<file path="src/sv/guidance_mode_selector_assert.svh">
// Assertion macros for the guidance mode selector.
// Used by the top level; relies on signals clk and rst_n in the including scope.
`ifndef GUIDANCE_MODE_SELECTOR_ASSERT_SVH
`define GUIDANCE_MODE_SELECTOR_ASSERT_SVH

// Same-cycle implication, checked outside reset.
`define GMS_ASSERT_NOW(label, ante, cons) \
  label: assert property (@(posedge clk) disable iff (!rst_n) (ante) |-> (cons)) \
    else $error("guidance mode selector: same-cycle check failed");

// Next-cycle implication, checked outside reset.
`define GMS_ASSERT_NEXT(label, ante, cons) \
  label: assert property (@(posedge clk) disable iff (!rst_n) (ante) |=> (cons)) \
    else $error("guidance mode selector: next-cycle check failed");

`endif

</file>
<file path="src/sv/gms_pkg.sv">
// Shared types, codes and constants of the guidance mode selector.
// No dependencies; imported by every module of the block.
package gms_pkg;

  localparam int COUNT_CAP_DEF = 50;

  localparam int TIMEOUT_W  = 16;
  localparam int THRESH_W   = 8;
  localparam int AGE_W      = 16;
  localparam int CFG_ADDR_W = 3;
  localparam int CFG_DATA_W = 16;
  localparam int IN_DATA_W  = 40;
  localparam int OUT_DATA_W = 8;

  localparam logic [TIMEOUT_W-1:0] WP_TIMEOUT_RST  = 16'd400;
  localparam logic [TIMEOUT_W-1:0] VIS_TIMEOUT_RST = 16'd200;
  localparam logic [THRESH_W-1:0]  WP_GOOD_RST     = 8'd5;
  localparam logic [THRESH_W-1:0]  WP_LOST_RST     = 8'd3;
  localparam logic [THRESH_W-1:0]  VIS_GOOD_RST    = 8'd3;
  localparam logic [THRESH_W-1:0]  VIS_LOST_RST    = 8'd3;

  typedef enum logic [1:0] {
    MODE_STOP     = 2'd0,
    MODE_WAYPOINT = 2'd1,
    MODE_VISION   = 2'd2,
    MODE_EMERG    = 2'd3
  } mode_t;

  typedef enum logic [3:0] {
    RSN_NONE             = 4'd0,
    RSN_STALE            = 4'd1,
    RSN_LDR_ESTOP        = 4'd2,
    RSN_LDR_FAULT        = 4'd3,
    RSN_WP_TIMEOUT       = 4'd4,
    RSN_VISION_TIMEOUT   = 4'd5,
    RSN_WP_RECOVERED     = 4'd6,
    RSN_VISION_RECOVERED = 4'd7,
    RSN_BOTH_LOST        = 4'd8,
    RSN_INIT             = 4'd9
  } reason_t;

  typedef enum logic [1:0] {
    LDR_NORMAL = 2'd0,
    LDR_ESTOP  = 2'd1,
    LDR_FAULT  = 2'd2
  } leader_t;

  typedef enum logic [CFG_ADDR_W-1:0] {
    CFG_WP_TIMEOUT  = 3'd0,
    CFG_VIS_TIMEOUT = 3'd1,
    CFG_WP_GOOD     = 3'd2,
    CFG_WP_LOST     = 3'd3,
    CFG_VIS_GOOD    = 3'd4,
    CFG_VIS_LOST    = 3'd5,
    CFG_LATCH_EN    = 3'd6
  } cfg_idx_t;

  // Source health after this tick's count update.
  typedef struct packed {
    logic good;
    logic bad;
  } src_status_t;

  // Outcome of one decision tick.
  typedef struct packed {
    mode_t   mode;
    reason_t reason;
    logic    latch_set;
    logic    count_en;
  } decision_t;

  typedef struct packed {
    reason_t reason;
    mode_t   mode;
  } result_t;

endpackage

</file>
<file path="src/sv/gms_source_track.sv">
// Freshness check and saturating good/lost counters for one guidance source.
// Depends on gms_pkg.
module gms_source_track import gms_pkg::*; #(
  parameter int COUNT_CAP = COUNT_CAP_DEF
) (
  input  logic                 clk,
  input  logic                 rst_n,
  input  logic                 upd,
  input  logic                 src_valid,
  input  logic [AGE_W-1:0]     src_age,
  input  logic [TIMEOUT_W-1:0] timeout,
  input  logic [THRESH_W-1:0]  good_thr,
  input  logic [THRESH_W-1:0]  lost_thr,
  output src_status_t          status
);

  localparam int CNT_W = $clog2(COUNT_CAP + 1);
  localparam int CMP_W = (CNT_W > THRESH_W) ? CNT_W : THRESH_W;
  localparam logic [CNT_W-1:0] CAP = CNT_W'(COUNT_CAP);
  localparam logic [CNT_W-1:0] ONE = CNT_W'(1);

  logic [CNT_W-1:0] good_r, good_nxt;
  logic [CNT_W-1:0] lost_r, lost_nxt;
  logic             fresh;

  assign fresh = src_valid && (src_age <= timeout);

  // Counts as they would stand after an update; status is only used then.
  always_comb begin
    if (fresh) begin
      good_nxt = (good_r < CAP) ? good_r + ONE : CAP;
      lost_nxt = (lost_r != '0) ? lost_r - ONE : '0;
    end else begin
      lost_nxt = (lost_r < CAP) ? lost_r + ONE : CAP;
      good_nxt = (good_r != '0) ? good_r - ONE : '0;
    end
  end

  assign status.good = CMP_W'(good_nxt) >= CMP_W'(good_thr);
  assign status.bad  = CMP_W'(lost_nxt) >= CMP_W'(lost_thr);

  always_ff @(posedge clk) begin
    if (!rst_n) begin
      good_r <= '0;
      lost_r <= '0;
    end else if (upd) begin
      good_r <= good_nxt;
      lost_r <= lost_nxt;
    end
  end

endmodule

</file>
<file path="src/sv/gms_mode_decide.sv">
// Mode transition logic: leader safety, source-driven transitions, final guard.
// Depends on gms_pkg; purely combinational.
module gms_mode_decide import gms_pkg::*; (
  input  mode_t       mode_r,
  input  logic        started_r,
  input  logic        latched_r,
  input  logic        latch_en,
  input  logic [1:0]  leader_status,
  input  src_status_t wp,
  input  src_status_t vis,
  output decision_t   dec
);

  mode_t   mode;
  reason_t reason;

  always_comb begin
    mode          = started_r ? mode_r : MODE_STOP;
    reason        = started_r ? RSN_NONE : RSN_INIT;
    dec.latch_set = 1'b0;
    dec.count_en  = 1'b0;

    case (leader_status)
      LDR_ESTOP: begin
        dec.latch_set = latch_en;
        mode          = MODE_EMERG;
        reason        = RSN_LDR_ESTOP;
      end
      LDR_FAULT: begin
        mode   = MODE_STOP;
        reason = RSN_LDR_FAULT;
      end
      default: begin
        if (latched_r) begin
          mode   = MODE_EMERG;
          reason = RSN_LDR_ESTOP;
        end else begin
          dec.count_en = 1'b1;
          case (mode)
            MODE_WAYPOINT: begin
              if (wp.bad) begin
                if (vis.good) begin
                  mode   = MODE_VISION;
                  reason = RSN_WP_TIMEOUT;
                end else begin
                  mode   = MODE_STOP;
                  reason = RSN_BOTH_LOST;
                end
              end
            end
            MODE_VISION: begin
              if (wp.good) begin
                mode   = MODE_WAYPOINT;
                reason = RSN_WP_RECOVERED;
              end else if (vis.bad) begin
                mode   = MODE_STOP;
                reason = RSN_VISION_TIMEOUT;
              end
            end
            MODE_STOP: begin
              if (wp.good) begin
                mode   = MODE_WAYPOINT;
                reason = RSN_WP_RECOVERED;
              end else if (vis.good) begin
                mode   = MODE_VISION;
                reason = RSN_VISION_RECOVERED;
              end else if (wp.bad && vis.bad) begin
                reason = RSN_BOTH_LOST;
              end
            end
            default: ;  // held emergency stop stays
          endcase
          // drop a following mode whose source is not good
          if (mode == MODE_WAYPOINT && !wp.good) begin
            mode = vis.good ? MODE_VISION : MODE_STOP;
          end else if (mode == MODE_VISION && !vis.good) begin
            mode = wp.good ? MODE_WAYPOINT : MODE_STOP;
          end
        end
      end
    endcase

    dec.mode   = mode;
    dec.reason = reason;
  end

endmodule

</file>
<file path="src/sv/gms_out_buf.sv">
// Output register with one skid entry, so input ready has no combinational path from out_tready.
// Depends on gms_pkg.
module gms_out_buf import gms_pkg::*; (
  input  logic    clk,
  input  logic    rst_n,
  input  logic    push,
  input  result_t push_data,
  output logic    can_push,
  output logic    out_valid,
  input  logic    out_ready,
  output result_t out_data,
  output logic    skid_valid
);

  logic    out_v_r, out_v_nxt;
  logic    skid_v_r, skid_v_nxt;
  result_t out_d_r, out_d_nxt;
  result_t skid_d_r, skid_d_nxt;
  logic    take;

  assign take = out_v_r && out_ready;

  always_comb begin
    out_v_nxt  = out_v_r;
    skid_v_nxt = skid_v_r;
    out_d_nxt  = out_d_r;
    skid_d_nxt = skid_d_r;
    if (take) begin
      if (skid_v_r) begin
        out_d_nxt  = skid_d_r;
        skid_v_nxt = 1'b0;
      end else if (push) begin
        out_d_nxt = push_data;
      end else begin
        out_v_nxt = 1'b0;
      end
    end else if (push) begin
      if (out_v_r) begin
        skid_d_nxt = push_data;
        skid_v_nxt = 1'b1;
      end else begin
        out_d_nxt = push_data;
        out_v_nxt = 1'b1;
      end
    end
  end

  always_ff @(posedge clk) begin
    if (!rst_n) begin
      out_v_r  <= 1'b0;
      skid_v_r <= 1'b0;
    end else begin
      out_v_r  <= out_v_nxt;
      skid_v_r <= skid_v_nxt;
    end
  end

  always_ff @(posedge clk) begin
    out_d_r  <= out_d_nxt;
    skid_d_r <= skid_d_nxt;
  end

  assign can_push   = !skid_v_r;
  assign out_valid  = out_v_r;
  assign out_data   = out_d_r;
  assign skid_valid = skid_v_r;

endmodule

</file>
<file path="src/sv/guidance_mode_selector.sv">
// Top level of the guidance mode selector: config registers, held mode, output buffer.
// Depends on gms_pkg, gms_source_track, gms_mode_decide, gms_out_buf and the assert header.
//
//   channel  direction  word / fields (low bit first)
//   in_      slave      leader_status, waypoint_valid, waypoint_age, vision_valid, vision_age
//   out_     master     guidance_mode, reason_code
//   cfg_     write      register index, data
//
// One tick per cycle while in_tready is high: the decision is one pass of compare-and-count
// logic from the accepted word to the output register or skid entry, where the result is registered.
// Reset clears the held mode, counters, latch and start flag and loads register defaults.
// A stalled result sits in the output register; one more tick goes to the skid entry,
// and in_tready drops only while that entry is full.
`include "guidance_mode_selector_assert.svh"

module guidance_mode_selector import gms_pkg::*; #(
  parameter int COUNT_CAP = COUNT_CAP_DEF
) (
  input  logic                  clk,
  input  logic                  rst_n,
  // [1:0] leader_status, [2] waypoint_valid, [18:3] waypoint_age,
  // [19] vision_valid, [35:20] vision_age, [39:36] zero
  input  logic [IN_DATA_W-1:0]  in_tdata,
  input  logic                  in_tvalid,
  output logic                  in_tready,
  // [1:0] guidance_mode, [5:2] reason_code, [7:6] zero
  output logic [OUT_DATA_W-1:0] out_tdata,
  output logic                  out_tvalid,
  input  logic                  out_tready,
  input  logic                  cfg_we,
  input  logic [CFG_ADDR_W-1:0] cfg_addr,
  input  logic [CFG_DATA_W-1:0] cfg_wdata
);

  logic [TIMEOUT_W-1:0] wp_timeout_r, vis_timeout_r;
  logic [THRESH_W-1:0]  wp_good_thr_r, wp_lost_thr_r;
  logic [THRESH_W-1:0]  vis_good_thr_r, vis_lost_thr_r;
  logic                 latch_en_r;

  mode_t       mode_r;
  logic        started_r;
  logic        latched_r;
  logic        in_accept;
  logic        skid_valid;
  src_status_t wp_status, vis_status;
  decision_t   dec;
  result_t     res, out_res;

  logic [1:0]       leader_status;
  logic             waypoint_valid, vision_valid;
  logic [AGE_W-1:0] waypoint_age, vision_age;

  assign leader_status  = in_tdata[1:0];
  assign waypoint_valid = in_tdata[2];
  assign waypoint_age   = in_tdata[18:3];
  assign vision_valid   = in_tdata[19];
  assign vision_age     = in_tdata[35:20];

  assign in_accept = in_tvalid && in_tready;

  always_ff @(posedge clk) begin
    if (!rst_n) begin
      wp_timeout_r   <= WP_TIMEOUT_RST;
      vis_timeout_r  <= VIS_TIMEOUT_RST;
      wp_good_thr_r  <= WP_GOOD_RST;
      wp_lost_thr_r  <= WP_LOST_RST;
      vis_good_thr_r <= VIS_GOOD_RST;
      vis_lost_thr_r <= VIS_LOST_RST;
      latch_en_r     <= 1'b1;
    end else if (cfg_we) begin
      case (cfg_addr)
        CFG_WP_TIMEOUT:  wp_timeout_r   <= cfg_wdata;
        CFG_VIS_TIMEOUT: vis_timeout_r  <= cfg_wdata;
        CFG_WP_GOOD:     wp_good_thr_r  <= cfg_wdata[THRESH_W-1:0];
        CFG_WP_LOST:     wp_lost_thr_r  <= cfg_wdata[THRESH_W-1:0];
        CFG_VIS_GOOD:    vis_good_thr_r <= cfg_wdata[THRESH_W-1:0];
        CFG_VIS_LOST:    vis_lost_thr_r <= cfg_wdata[THRESH_W-1:0];
        CFG_LATCH_EN:    latch_en_r     <= cfg_wdata[0];
        default: ;  // ignore unknown index
      endcase
    end
  end

  gms_source_track #(.COUNT_CAP(COUNT_CAP)) u_wp_track (
    .clk       (clk),
    .rst_n     (rst_n),
    .upd       (in_accept && dec.count_en),
    .src_valid (waypoint_valid),
    .src_age   (waypoint_age),
    .timeout   (wp_timeout_r),
    .good_thr  (wp_good_thr_r),
    .lost_thr  (wp_lost_thr_r),
    .status    (wp_status)
  );

  gms_source_track #(.COUNT_CAP(COUNT_CAP)) u_vis_track (
    .clk       (clk),
    .rst_n     (rst_n),
    .upd       (in_accept && dec.count_en),
    .src_valid (vision_valid),
    .src_age   (vision_age),
    .timeout   (vis_timeout_r),
    .good_thr  (vis_good_thr_r),
    .lost_thr  (vis_lost_thr_r),
    .status    (vis_status)
  );

  gms_mode_decide u_decide (
    .mode_r        (mode_r),
    .started_r     (started_r),
    .latched_r     (latched_r),
    .latch_en      (latch_en_r),
    .leader_status (leader_status),
    .wp            (wp_status),
    .vis           (vis_status),
    .dec           (dec)
  );

  always_ff @(posedge clk) begin
    if (!rst_n) begin
      mode_r    <= MODE_STOP;
      started_r <= 1'b0;
      latched_r <= 1'b0;
    end else if (in_accept) begin
      mode_r    <= dec.mode;
      started_r <= 1'b1;
      latched_r <= latched_r || dec.latch_set;
    end
  end

  assign res.mode   = dec.mode;
  assign res.reason = dec.reason;

  gms_out_buf u_out_buf (
    .clk        (clk),
    .rst_n      (rst_n),
    .push       (in_accept),
    .push_data  (res),
    .can_push   (in_tready),
    .out_valid  (out_tvalid),
    .out_ready  (out_tready),
    .out_data   (out_res),
    .skid_valid (skid_valid)
  );

  assign out_tdata = {2'b00, out_res};

  // skid entry fills only behind a waiting output word
  `GMS_ASSERT_NOW(a_skid_behind_out, skid_valid, out_tvalid)
  // latch never clears outside reset
  `GMS_ASSERT_NEXT(a_latch_holds, latched_r, latched_r)
  // latched estop wins over every tick except a leader fault
  `GMS_ASSERT_NEXT(a_latched_estop,
    latched_r && in_accept && leader_status != LDR_FAULT, mode_r == MODE_EMERG)
  // a fault tick always lands in stop and sets the start flag
  `GMS_ASSERT_NEXT(a_fault_stop, in_accept && leader_status == LDR_FAULT,
    mode_r == MODE_STOP && started_r)

endmodule
</file>
<file path="config.mk">
export PLATFORM = sky130hd
export DESIGN_NAME = guidance_mode_selector
export DESIGN_NICKNAME = d
export VERILOG_FILES = /design/src/sv/gms_pkg.sv /design/src/sv/gms_source_track.sv /design/src/sv/gms_mode_decide.sv /design/src/sv/gms_out_buf.sv /design/src/sv/guidance_mode_selector.sv
export VERILOG_INCLUDE_DIRS = /design/src /design/src/sv
export SDC_FILE = /design/constraint.sdc
export NUM_CORES = 1
export LEC_CHECK = 0
export ABC_AREA = 1
export BUFFER_PORTS_ARGS = -buffer_cell sky130_fd_sc_hd__buf_2
export CAP_MARGIN = 20
export CORE_MARGIN = 1.5
export CORE_UTILIZATION = 30
export CTS_CLUSTER_DIAMETER = 100
export DETAILED_ROUTE_END_ITERATION = 7
export PLACE_DENSITY = 0.42
export SETUP_SLACK_MARGIN = 0.5
export SYNTH_ARGS = -nofsm -noshare
export SYNTH_HDL_FRONTEND = slang
export SYNTH_HIERARCHICAL = 1
export SYNTH_SLANG_ARGS = --single-unit
</file>
<file path="constraint.sdc">
create_clock -name clk -period 6 [get_ports clk]
set_clock_uncertainty 0.2 [all_clocks]
set_input_delay 0.6 -clock clk [delete_from_list [all_inputs] [get_ports clk]]
set_output_delay 0.6 -clock clk [all_outputs]
set_load 0.01 [all_outputs]
</file>
==> Yosys cells after proc, flatten, opt, wreduce, memory -nomap -nowiden <==
Cells that the tools add are included.
{ "totals": {"reg_bits": 107, "output_inout_bits": 10, "word_cells": 138, "in_bits": 64} }
{ "classes": {"n_reduce_logical": 33, "magnitude_cmp": 10, "add_sub_neg": 8, "eq_ne": 15, "n_mux": 50, "n_bitwise": 2} }
{ "op_table": {"columns": ["cell", "n"], "rows": [
  ["$mux 6", 17],
  ["$mux 4", 9],
  ["$ge 6x8->1", 4],
  ["$le 16x16->1", 2],
  ["$add 6x1->6 const B", 4],
  ["$lt 6x6->1 const B", 4],
  ["$mux 2", 12],
  ["$reduce_bool 6->1", 4],
  ["$sub 6x1->6 const B", 4],
  ["$reduce_and 2->1", 8],
  ["$pmux 4 s3", 1],
  ["$eq 3x3->1 const B", 3],
  ["$reduce_and 3->1", 3],
  ["$logic_and 1x1->1", 8],
  ["$mux 1", 8],
  ["$pmux 4 s2", 1],
  ["$eq 2x1->1 const B", 3],
  ["$eq 2x2->1 const B", 3],
  ["$eq 3x2->1 const B", 2],
  ["$ne 2x2->1 const B", 3],
  ["$pmux 2 s3", 1],
  ["$pmux 2 s2", 1],
  ["$reduce_bool 2->1", 2],
  ["$reduce_or 2->1", 2],
  ["other kinds (6)", 9]
]} }

==> Longest topological paths before layout <==
Gate-level depths: netlist of the first run.
{ "logic_depth": {"ltp_word": 18, "mapped_depth": 37, "mapped_depth_nobuf": 36} }

==> Hierarchy <==
Netlist of the first run, hierarchy kept.
{ "modules_own_cells": {"columns": ["mod", "cells_per_inst", "area_per_inst_um2", "n_inst"], "rows": [
  ["guidance_mode_selector", 396, 2757.6, 1],
  ["gms_source_track at u_wp_track", 319, 1999.4, 1],
  ["gms_source_track at u_vis_track", 325, 1913.1, 1],
  ["gms_out_buf", 54, 596.8, 1],
  ["gms_mode_decide", 60, 304.0, 1]
]} }

==> Worst setup path before layout of the first run <==
No wires, ideal clock.
{ "synth_path": {"kind": "input -> register", "startpoint": "in in_tdata[10]", "endpoint": "reg u_out_buf.out_d_r (netlist bit u_out_buf/out_data[1]) (data pin)", "arrival_time_ps": 3325, "n_path_buf": 1, "t_required_ps": 5546, "stages": 29, "setup_time_ps": 254, "slack_ps": 2221, "path_cell_list": "ha_1 > a21o_1 > nor2_1 > nand2_1 > nand2_1 > nand2_1 > nand2_2 > buf_6 > nand3_1 > and2_1 > ha_1 > o21ai_0 > a21boi_0 > o21ai_0 > nand2_1 > nand2_1 > nand2_1 > a21oi_1 > nor2_1 > inv_1 > nand2_2 > inv_1 > nand2_2 > nand3_2 > nor2_1 > nor2_1 > nor2_1 > nand2_1 > nand2_1"} }
{ "synth_rtl": {"columns": ["item", "line", "rtl"], "rows": [
  ["from (decl)", "guidance_mode_selector.sv:23", "input logic [IN_DATA_W-1:0] in_tdata,"],
  ["to (signal assigned)", "gms_out_buf.sv:59", "out_d_r <= out_d_nxt;"],
  ["to (decl)", "gms_out_buf.sv:17", "result_t out_d_r, out_d_nxt;"]
]} }

==> results.py, run 1 <==
metrics = {
    "status": {
        "status": "complete, no violations",
    },
    "setup_path": {
        "critPathCapture": "mode_r[1]",
        "slowest_delay_ns": 0.41,
        "criticalPathCategory": "reg2reg",
        "reg2regPathDepth": 29,
        "critPathArrivalTime_ns": 4.48,
        "cp-startpoint": "vis_timeout_r[15]",
        "crit_required_ns": 6.10,
        "r2r_end": "mode_r[1]",
        "path_max_fanout": 13,
        "worstReg2RegStart": "vis_timeout_r[15]",
        "cp-start-kind": "register",
        "critPathCaptureType": "register",
        "cp_common_cell": "nand2_1",
        "critPathSlowestCell": "nor2_1",
        "r2r_setup_slack_ns": 1.62,
    },
    "timing": {
        "fmax_ghz": 0.228,
        "setup_tns_ns": 0,
        "max_slew.worst_pin.slew_ns": 0.891,
        "finalHoldViolations": 0,
        "setup_viol": 0,
        "period_share_pct": 73.0,
        "worst_slack_ns": 1.62,
        "post-route-min-period_ns": 4.38,
        "max-slew-margin-rel_pct": 40.5,
        "rsz0062_at_grt": "no",
        "maxSlewViolCount": 0,
    },
    "drt": {
        "routedWlPerCell_um": 12.3,
        "via_per_inst": 4.45,
        "drc": 0,
        "ant_nets": 0,
        "dr.pass1.iters": 5,
        "drt_iter0_markers": 293,
        "vias": 6791,
        "wl_um": 18700,
    },
    "clock_network": {
        "cts-root-buf": "clkbuf_16",
        "clkSinkCount": 107,
        "clk_pin_slew_worst_paths_ns": 0.09,
        "cts_buffer_depth": 2,
        "cts-resized-gates": 0,
        "cts_inserted_buffers": 9,
        "clk_latency_ns": 0.36,
        "htree_num_levels": 3,
        "cts_tree": "done",
        "hold_buffers": 0,
        "post-cts-setup-buffers": 0,
    },
    "pwr": {
        "irDropWorstVdd_mv": 0.144,
        "powerDensity_nw_per_um2": 250,
        "p_leak_nw": 4.31,
    },
    "floorplan": {
        "io_pins": 74,
        "die_y_um": 162,
        "row_count": 57,
        "core-area_um2": 24500,
        "die_x_um": 162,
        "start_util_pct": 30.9,
        "die-area_um2": 26200,
    },
    "logic_synthesis": {
        "synth_seq_cells": 107,
        "ys_warn_count": 6,
        "synthesis.area_um2": 7570,
        "avgSynthCellArea_um2": 6.56,
        "synth_cells": 1154,
        "netlist-cell-type-count": 39,
        "yosysSeqAreaShare_pct": 29.9,
    },
    "grt": {
        "gr-usage-all-layers_pct": 14.8,
        "grt_pass1_vias": 6357,
        "grt_max_degree": 43,
        "antenna_found_initial": 0,
        "grt_pass1_wl_um": 31200,
        "grt_overflow": 0,
    },
    "place": {
        "place.gp.congestion": 0.814,
        "hpwl_um": 14300,
        "io_buffers": 67,
        "pre_cts_slack_ns": 1.22,
    },
    "cells_and_area": {
        "drive_gt1_share_pct": 11.6,
        "n_antenna_cell": 0,
        "area_growth_pct": 10.7,
        "fill_cells": 2781,
        "nets": 1333,
    },
    "flow_run": {
        "maxCapViolCount": 0,
    },
    "worst_hold_path": {
        "hp-class": "reg2reg",
    },
}
[worst max-delay path, delay by kind of cell, from the launching register on]
| kind | cells | cell delay, ns |
|---|---|---|
| adders and majority gates | 2 | 0.55 |
| buffers and inverters | 2 | 0.17 |
| DFF | 1 | 0.35 |
| AOI/OAI and AO/OA | 6 | 0.69 |
| and+or+nand+nor | 19 | 2.35 |
[kinds of logic after synthesis]
kind of cell               count (synthesis)  synth area share [%]
other                                      1                0.0495
buffers and inverters                    241                  13.5
DFF                                      107                  29.9
and+or+nand+nor                          623                  36.5
adders and majority gates                 71                  11.7
AOI/OAI and AO/OA                        103                  7.49
xor gates and xnor gates                   8                 0.926
[layout by cell type (no fill, tap or decap), types with 5 or more instances in the layout]
cell	n
ha_1	71
buf_2	67
nand2_1	259
clkbuf_16	9
nand3_2	8
or2_2	6
dfxtp_1	95
inv_2	5
nand4_1	16
nor2_1	167
nand3_1	127
edfxtp_1	12
xor2_1	8
o21ai_0	25
nor2_4	6
nand2_2	17
a21oi_1	62
inv_1	197
[how the worst min path moves through the flow]
stage	start	slack, ns	depth (start not counted)	to
floorplan	latched_r	0.23	2	latched_r
global placement	wp_lost_thr_r[1]	0.24	2	wp_lost_thr_r[1]
detailed placement	wp_lost_thr_r[1]	0.24	2	wp_lost_thr_r[1]
CTS	cfg_wdata[3]	0.26	3	vis_timeout_r[3]
global route	cfg_wdata[3]	0.28	3	vis_timeout_r[3]
finish	wp_lost_thr_r[1]	0.26	2	wp_lost_thr_r[1]
[layout make-up]
| class | instances | area (um^2) | share of cell area, % |
|---|---|---|---|
| clock buffer | 9 | 225 | 2.69 |
| clock inverter | 7 | 67.6 | 0.806 |
| inverter | 202 | 758 | 9.05 |
| multi-input combinational | 807 | 4300 | 51.3 |
| sequential | 107 | 2260 | 27.0 |
| tap | 324 | 405 | 4.84 |
| timing repair buffer | 71 | 365 | 4.36 |
[synthesized netlist by cell type, drive strengths merged]
cell type,number,area share (%)
a211oi,1,0.26
o211ai,1,0.099
nand3,135,9.5
or2,6,0.50
nand4,16,1.3
nor4,1,0.083
o21ai,28,1.9
edfxtp,12,4.8
nor3b,1,0.099
ha,71,12
nor2,176,9.4
a21o,2,0.20
nand2,279,15
o31ai,3,0.30
inv,202,10
o221ai,2,0.23
conb,1,0.050
nor3,5,0.59
a21boi,4,0.40
buf,33,3.0
and2,4,0.33
xor2,8,0.93
dfxtp,95,25
clkbuf,6,0.43
a21oi,62,4.1
[per-layer routing]
| metal | GRT usage [%] | up-vias | part of all wire, % |
|---|---|---|---|
| met5 | 0 | - | 0 |
| met4 | 2.75 | 0 | 0.67 |
| met3 | 2.20 | 7 | 2.7 |
| met2 | 25.6 | 76 | 46 |
| met1 | 19.6 | 3003 | 50 |
| li1 | - | 3705 | - |
[sequential cells by signal, indices dropped and copies added, names as in the netlist, 8 cells and up]
signal	flops
vis_timeout_r	16
wp_timeout_r	16
vis_good_thr_r	8
vis_lost_thr_r	8
wp_good_thr_r	8
wp_lost_thr_r	8
[stage by stage]
step           instance area [um^2]  std cells  total power [mW]  utilization, %  hold WS (ns)
2_1_floorplan                  7570       1155              1.36               -         0.227
3_3_place_gp                   8090       1511              1.52            33.0         0.244
3_5_place_dp                   8090       1511              1.52            33.0         0.245
4_1_cts                        8380       1527              2.14            34.2         0.256
5_1_grt                        8380       1527              2.27            34.2         0.277
6_report                       8380       1527              2.10            34.2         0.260
[report_power, final]
group,switching [mW],total (mW),internal (mW),leakage [nW]
Clock,0.308,0.602,0.294,0.141
Sequential,0.0419,0.819,0.777,0.887
Combinational,0.430,0.675,0.245,3.28
Total,0.780,2.10,1.32,4.31
(Power assumes the default switching activity.)
==> run 2, diff against run 1 <==
==> constraint.sdc (replaced) <==
create_clock -name clk -period 4.1 [get_ports clk]
set_clock_uncertainty 0.2 [all_clocks]
set_input_delay 0.41 -clock clk [delete_from_list [all_inputs] [get_ports clk]]
set_output_delay 0.41 -clock clk [all_outputs]
set_load 0.01 [all_outputs]
==> run 2 against run 1 <==
Core utilization increased by 3.4 points. Wire length grew 4.5%. Combinational power increased by 90%. Largest cell class unchanged. Largest power group is now combinational logic.
==> results.py, run 2 (synthesized netlist as in run 1, its figures left out) <==
metrics = {
    "status": {
        "status": "complete, no violations",
    },
    "clock_network": {
        "hold_buffers": 0,
        "htree_num_levels": 3,
        "cts-root-buf": "clkbuf_16",
        "clkSinkCount": 107,
        "cts_buffer_depth": 2,
        "cts_inserted_buffers": 9,
        "clk_pin_slew_worst_paths_ns": 0.09,
        "cts_tree": "done",
        "clk_latency_ns": 0.36,
    },
    "setup_path": {
        "path_max_fanout": 7,
        "critPathCaptureType": "register",
        "critPathSlowestCell": "dfxtp_2",
        "critPathTopFamily": "simple AND/OR/NAND/NOR gates",
        "criticalPathCategory": "reg2reg",
        "critPathArrivalTime_ns": 3.66,
        "cp-start-kind": "register",
        "cp_common_cell": "nand2_1",
        "crit_buf_inv": 2,
        "crit_required_ns": 4.02,
        "slowest_delay_ns": 0.34,
    },
    "timing": {
        "max_slew.worst_pin.slew_ns": 0.917,
        "setup_tns_ns": 0,
        "maxSlewViolCount": 0,
        "rsz0062_at_grt": "yes",
        "fmax_ghz": 0.268,
        "setup_viol": 0,
        "post-route-min-period_ns": 3.73,
        "max-slew-margin-rel_pct": 38.7,
        "finalHoldViolations": 0,
        "period_share_pct": 91.0,
    },
    "cells_and_area": {
        "drive_gt1_share_pct": 23.1,
        "final_common_cell": "nand2_1",
        "layout_common_cells": "nand2_1 (243), inv_1 (183), nor2_1 (159)",
        "utilization_pct": 37.6,
        "fill_cells": 2717,
        "nets": 1378,
        "area_growth_pct": 21.8,
        "reg.largest.list": "vis_timeout_r: 16 flops, wp_timeout_r: 16 flops",
        "fin_area_um2": 9230,
    },
    "grt": {
        "grt_max_degree": 62,
        "grt_overflow": 0,
        "gr-usage-all-layers_pct": 15.7,
        "grt_pass1_vias": 6815,
        "antenna_found_initial": 1,
        "grt_pass1_wl_um": 33300,
    },
    "worst_hold_path": {
        "hp-class": "in2reg",
    },
    "drt": {
        "via_per_inst": 4.48,
        "drt_iter0_markers": 358,
        "wl_um": 19600,
        "vias": 7050,
        "wl_met3_um": 514,
        "drc": 0,
        "m1WireLength_um": 9660,
        "routedWlPerCell_um": 12.4,
        "dr.pass1.iters": 4,
        "wl_met2_um": 9080,
        "ant_nets": 0,
        "top_layer_used": "met4",
    },
    "pwr": {
        "p_total_mw": 3.38,
        "p_leak_nw": 4.58,
        "powerDensity_nw_per_um2": 366,
        "irDropWorstVdd_mv": 0.161,
    },
    "floorplan": {
        "die_x_um": 162,
        "row_count": 57,
        "io_pins": 74,
        "die-area_um2": 26200,
        "die_y_um": 162,
        "start_util_pct": 30.9,
        "core-area_um2": 24500,
    },
    "flow_run": {
        "maxCapViolCount": 0,
    },
    "place": {
        "dpl_cell_area_um2": 8330,
        "hpwl_um": 14500,
        "place.gp.congestion": 0.811,
        "io_buffers": 67,
    },
}
==> run 2: cell count changes in the layout (fill, tap and decap cells not counted), moves of 14 or more <==
cell     before  now
buf_4         4   44
dfxtp_1      95   73
dfxtp_2       0   22
ha_1         71   51
ha_4          0   20
inv_1       197  183
inv_2         5   19
nand2_1     259  243
==> run 2: layout make-up <==
| cell class | instances | area (um^2) | share of cell area [%] |
|---|---|---|---|
| diodes | 1 | 2.50 | 0.0271 |
| clock buffers | 10 | 230 | 2.50 |
| clock inverters | 6 | 70.1 | 0.760 |
| inverters | 202 | 758 | 8.22 |
| multi-input cells | 807 | 4750 | 51.5 |
| flip-flops and latches | 107 | 2290 | 24.8 |
| well taps | 324 | 405 | 4.39 |
| repair buffers | 116 | 722 | 7.83 |
==> run 2: worst register-to-register path: cells and delay by family (launching register included) <==
family / cells / cell delay (ns)
and+or+nand+nor: 19 / 1.69
adders and majority gates: 2 / 0.58
buffers and inverters: 2 / 0.19
AOI/OAI and AO/OA: 5 / 0.47
DFF: 1 / 0.34
==> run 2: path summary, 6_finish.rpt <==
| kind | start | cells past startpoint | to | slack (ns) |
|---|---|---|---|---|
| min reg2reg | latched_r | 2 | latched_r | 0.25 |
| min | cfg_wdata[4] | 3 | wp_timeout_r[4] | 0.07 |
| max | vis_timeout_r[15] | 28 | u_out_buf/out_data[1] | 0.37 |
| max reg2reg | vis_timeout_r[15] | 28 | u_out_buf/out_data[1] | 0.37 |
==> run 2: per-stage QoR <==
stage | std cells | hold slack [ns] | setup WS [ns]
floorplan | 1155 | 0.227 | 0.511
detailed placement | 1543 | 0.239 | -0.108
global route | 1573 | 0.0713 | 0.0665
global placement | 1543 | 0.242 | -0.0920
finish | 1573 | 0.0713 | 0.368
CTS | 1568 | 0.0581 | 0.327
==> run 2: what timing repair did <==
item,4_1_cts,5_1_grt
buffers inserted,9,4
cloned,0,0
setup endpoints to repair,14,14
pin swaps,52,20
gates resized for setup,125,8
==> run 2: per-layer routing <==
| layer | vias up | global-route usage [%] |
|---|---|---|
| li1 | 3800 | - |
| met1 | 3138 | 20.7 |
| met2 | 96 | 26.8 |
| met3 | 16 | 1.79 |
| met4 | 0 | 5.17 |
| met5 | - | 0 |
==> run 2: where the power goes <==
part	internal, mW	total [mW]	switching [mW]
sequential	1.14	1.20	0.0619
combinational	0.549	1.28	0.733
clock	0.435	0.896	0.460
total	2.12	3.38	1.26
==> run 3, diff against run 2 <==
--- a/config.mk
+++ b/config.mk
@@ -7,6 +7,7 @@
 export NUM_CORES = 1
 export LEC_CHECK = 0
 export ABC_AREA = 1
+export ABC_CLOCK_PERIOD_IN_PS = 4200
 export BUFFER_PORTS_ARGS = -buffer_cell sky130_fd_sc_hd__buf_2
 export CAP_MARGIN = 20
 export CORE_MARGIN = 1.5
==> constraint.sdc (replaced) <==
create_clock -name clk -period 4.2 [get_ports clk]
set_clock_uncertainty 0.2 [all_clocks]
set_input_delay 0.42 -clock clk [delete_from_list [all_inputs] [get_ports clk]]
set_output_delay 0.42 -clock clk [all_outputs]
set_load 0.01 [all_outputs]
==> run 3 against run 2 <==
Clock power down 4.9%. Sequential power about the same. Via count shrank 0.35%. Setup slack gained 0.11 ns. Cell count is 0.45% lower. Critical path type unchanged. Largest cell class unchanged.
==> results.py, run 3 (synthesized netlist as in run 1, its figures left out) <==
metrics = {
    "setup_path": {
        "slowest_delay_ns": 0.33,
        "critPathArrivalTime_ns": 3.65,
        "path_max_fanout": 6,
        "cp-start-kind": "register",
        "criticalPathCategory": "reg2reg",
        "crit_required_ns": 4.12,
        "critPathSlowestCell": "dfxtp_2",
        "critical_path_depth": 29,
        "reg2regPathDepth": 29,
        "cp_common_cell": "nand2_1",
        "crit_buf_inv": 3,
        "critPathCaptureType": "register",
        "critPathTopFamily": "simple AND/OR/NAND/NOR gates",
    },
    "timing": {
        "maxSlewViolCount": 0,
        "hold_slack_ns": 0.0707,
        "post-route-min-period_ns": 3.72,
        "period_share_pct": 88.7,
        "rsz0062_at_grt": "yes",
        "max_slew.worst_pin.slew_ns": 0.916,
        "fmax_ghz": 0.269,
        "max-slew-margin-rel_pct": 38.8,
        "finalHoldViolations": 0,
        "setup_viol": 0,
    },
    "floorplan": {
        "core-area_um2": 24500,
        "row_count": 57,
        "die_x_um": 162,
        "die_y_um": 162,
        "die-area_um2": 26200,
        "start_util_pct": 30.9,
        "io_pins": 74,
    },
    "clock_network": {
        "clkSinkCount": 107,
        "hold_buffers": 0,
        "cts-root-buf": "clkbuf_16",
        "cts_inserted_buffers": 9,
        "htree_num_levels": 3,
        "cts_tree": "done",
        "clk_latency_ns": 0.36,
        "cts_buffer_depth": 2,
        "clk_pin_slew_worst_paths_ns": 0.08,
    },
    "grt": {
        "gr-usage-all-layers_pct": 15.7,
        "grt_max_degree": 43,
        "grt_overflow": 0,
        "grt_pass1_vias": 6739,
        "antenna_found_initial": 1,
        "grt_pass1_wl_um": 33100,
    },
    "cells_and_area": {
        "reg.largest.list": "vis_timeout_r: 16 flops, wp_timeout_r: 16 flops",
        "final_common_cell": "nand2_1",
        "drive_gt1_share_pct": 23.3,
        "layout_common_cells": "nand2_1 (243), inv_1 (183), nor2_1 (159)",
        "nets": 1371,
        "utilization_pct": 37.6,
        "area_growth_pct": 21.9,
        "instances_no_fill": 1566,
    },
    "place": {
        "io_buffers": 67,
        "place.gp.congestion": 0.791,
        "hpwl_um": 14700,
        "place_inst": 1535,
    },
    "flow_run": {
        "maxCapViolCount": 0,
    },
    "worst_hold_path": {
        "hp-class": "in2reg",
        "min_path_cells": 3,
    },
    "drt": {
        "vias": 7025,
        "ant_nets": 0,
        "via_per_inst": 4.49,
        "drt_iter0_markers": 257,
        "dr.pass1.iters": 4,
        "drc": 0,
        "wl_um": 19800,
        "routedWlPerCell_um": 12.6,
    },
    "pwr": {
        "irDropWorstVdd_mv": 0.221,
        "p_leak_nw": 4.56,
        "powerDensity_nw_per_um2": 359,
    },
    "status": {
        "status": "complete, no violations",
    },
}
[run 3: metal layers]
layer	vias to the layer above	share of wire, %	global-route usage [%]
li1	3775	-	-
met1	3147	49	20.5
met2	82	46	26.7
met3	21	2.8	2.17
met4	0	1.9	5.00
met5	-	0	0
[run 3: final cells by class]
class | count | area [um^2]
Fill cell | 2718 | 15300
Tap cell | 324 | 405
Clock inverter | 6 | 53.8
Timing Repair Buffer | 109 | 673
Inverter | 202 | 758
Antenna cell | 1 | 2.50
Multi-Input combinational cell | 807 | 4810
Sequential cell | 107 | 2290
Clock buffer | 10 | 230
[run 3: report_power, final]
| group | internal (mW) | total (mW) | switching, mW |
|---|---|---|---|
| logic | 0.547 | 1.28 | 0.737 |
| clock network | 0.418 | 0.852 | 0.434 |
| registers | 1.11 | 1.17 | 0.0617 |
[run 3: path summary, 6_finish.rpt]
check                   startpoint                    end  slack, ns
setup / recovery  wp_timeout_r[11]  u_out_buf/out_data[1]       0.48
hold / removal        cfg_wdata[4]        wp_timeout_r[4]       0.07
setup reg to reg  wp_timeout_r[11]  u_out_buf/out_data[1]       0.48
hold reg to reg          latched_r              latched_r       0.25
[run 3: metrics by stage]
step / setup TNS [ns] / total power [mW] / setup WS, ns / area [um^2]
3_5_place_dp: -0.00286 / 2.25 / -0.00286 / 8270
5_1_grt: 0 / 3.59 / 0.188 / 9230
3_3_place_gp: 0 / 2.25 / 0.00653 / 8270
6_report: 0 / 3.31 / 0.476 / 9230
2_1_floorplan: 0 / 1.94 / 0.601 / 7570
4_1_cts: 0 / 3.26 / 0.355 / 8920
[run 3: tightest hold or removal path, stage by stage]
cell,delay (ns)
buf_2,0.09
nand2_1,0.05
nand3_1,0.05
[run 3: repair_timing]
| item | in CTS | in global routing |
|---|---|---|
| endpoints found under the setup margin | 14 | 14 |
| gates resized for setup | 89 | 57 |
| hold endpoints to repair | 0 | 0 |
| pin swaps | 62 | 58 |
| buffers inserted | 6 | 8 |
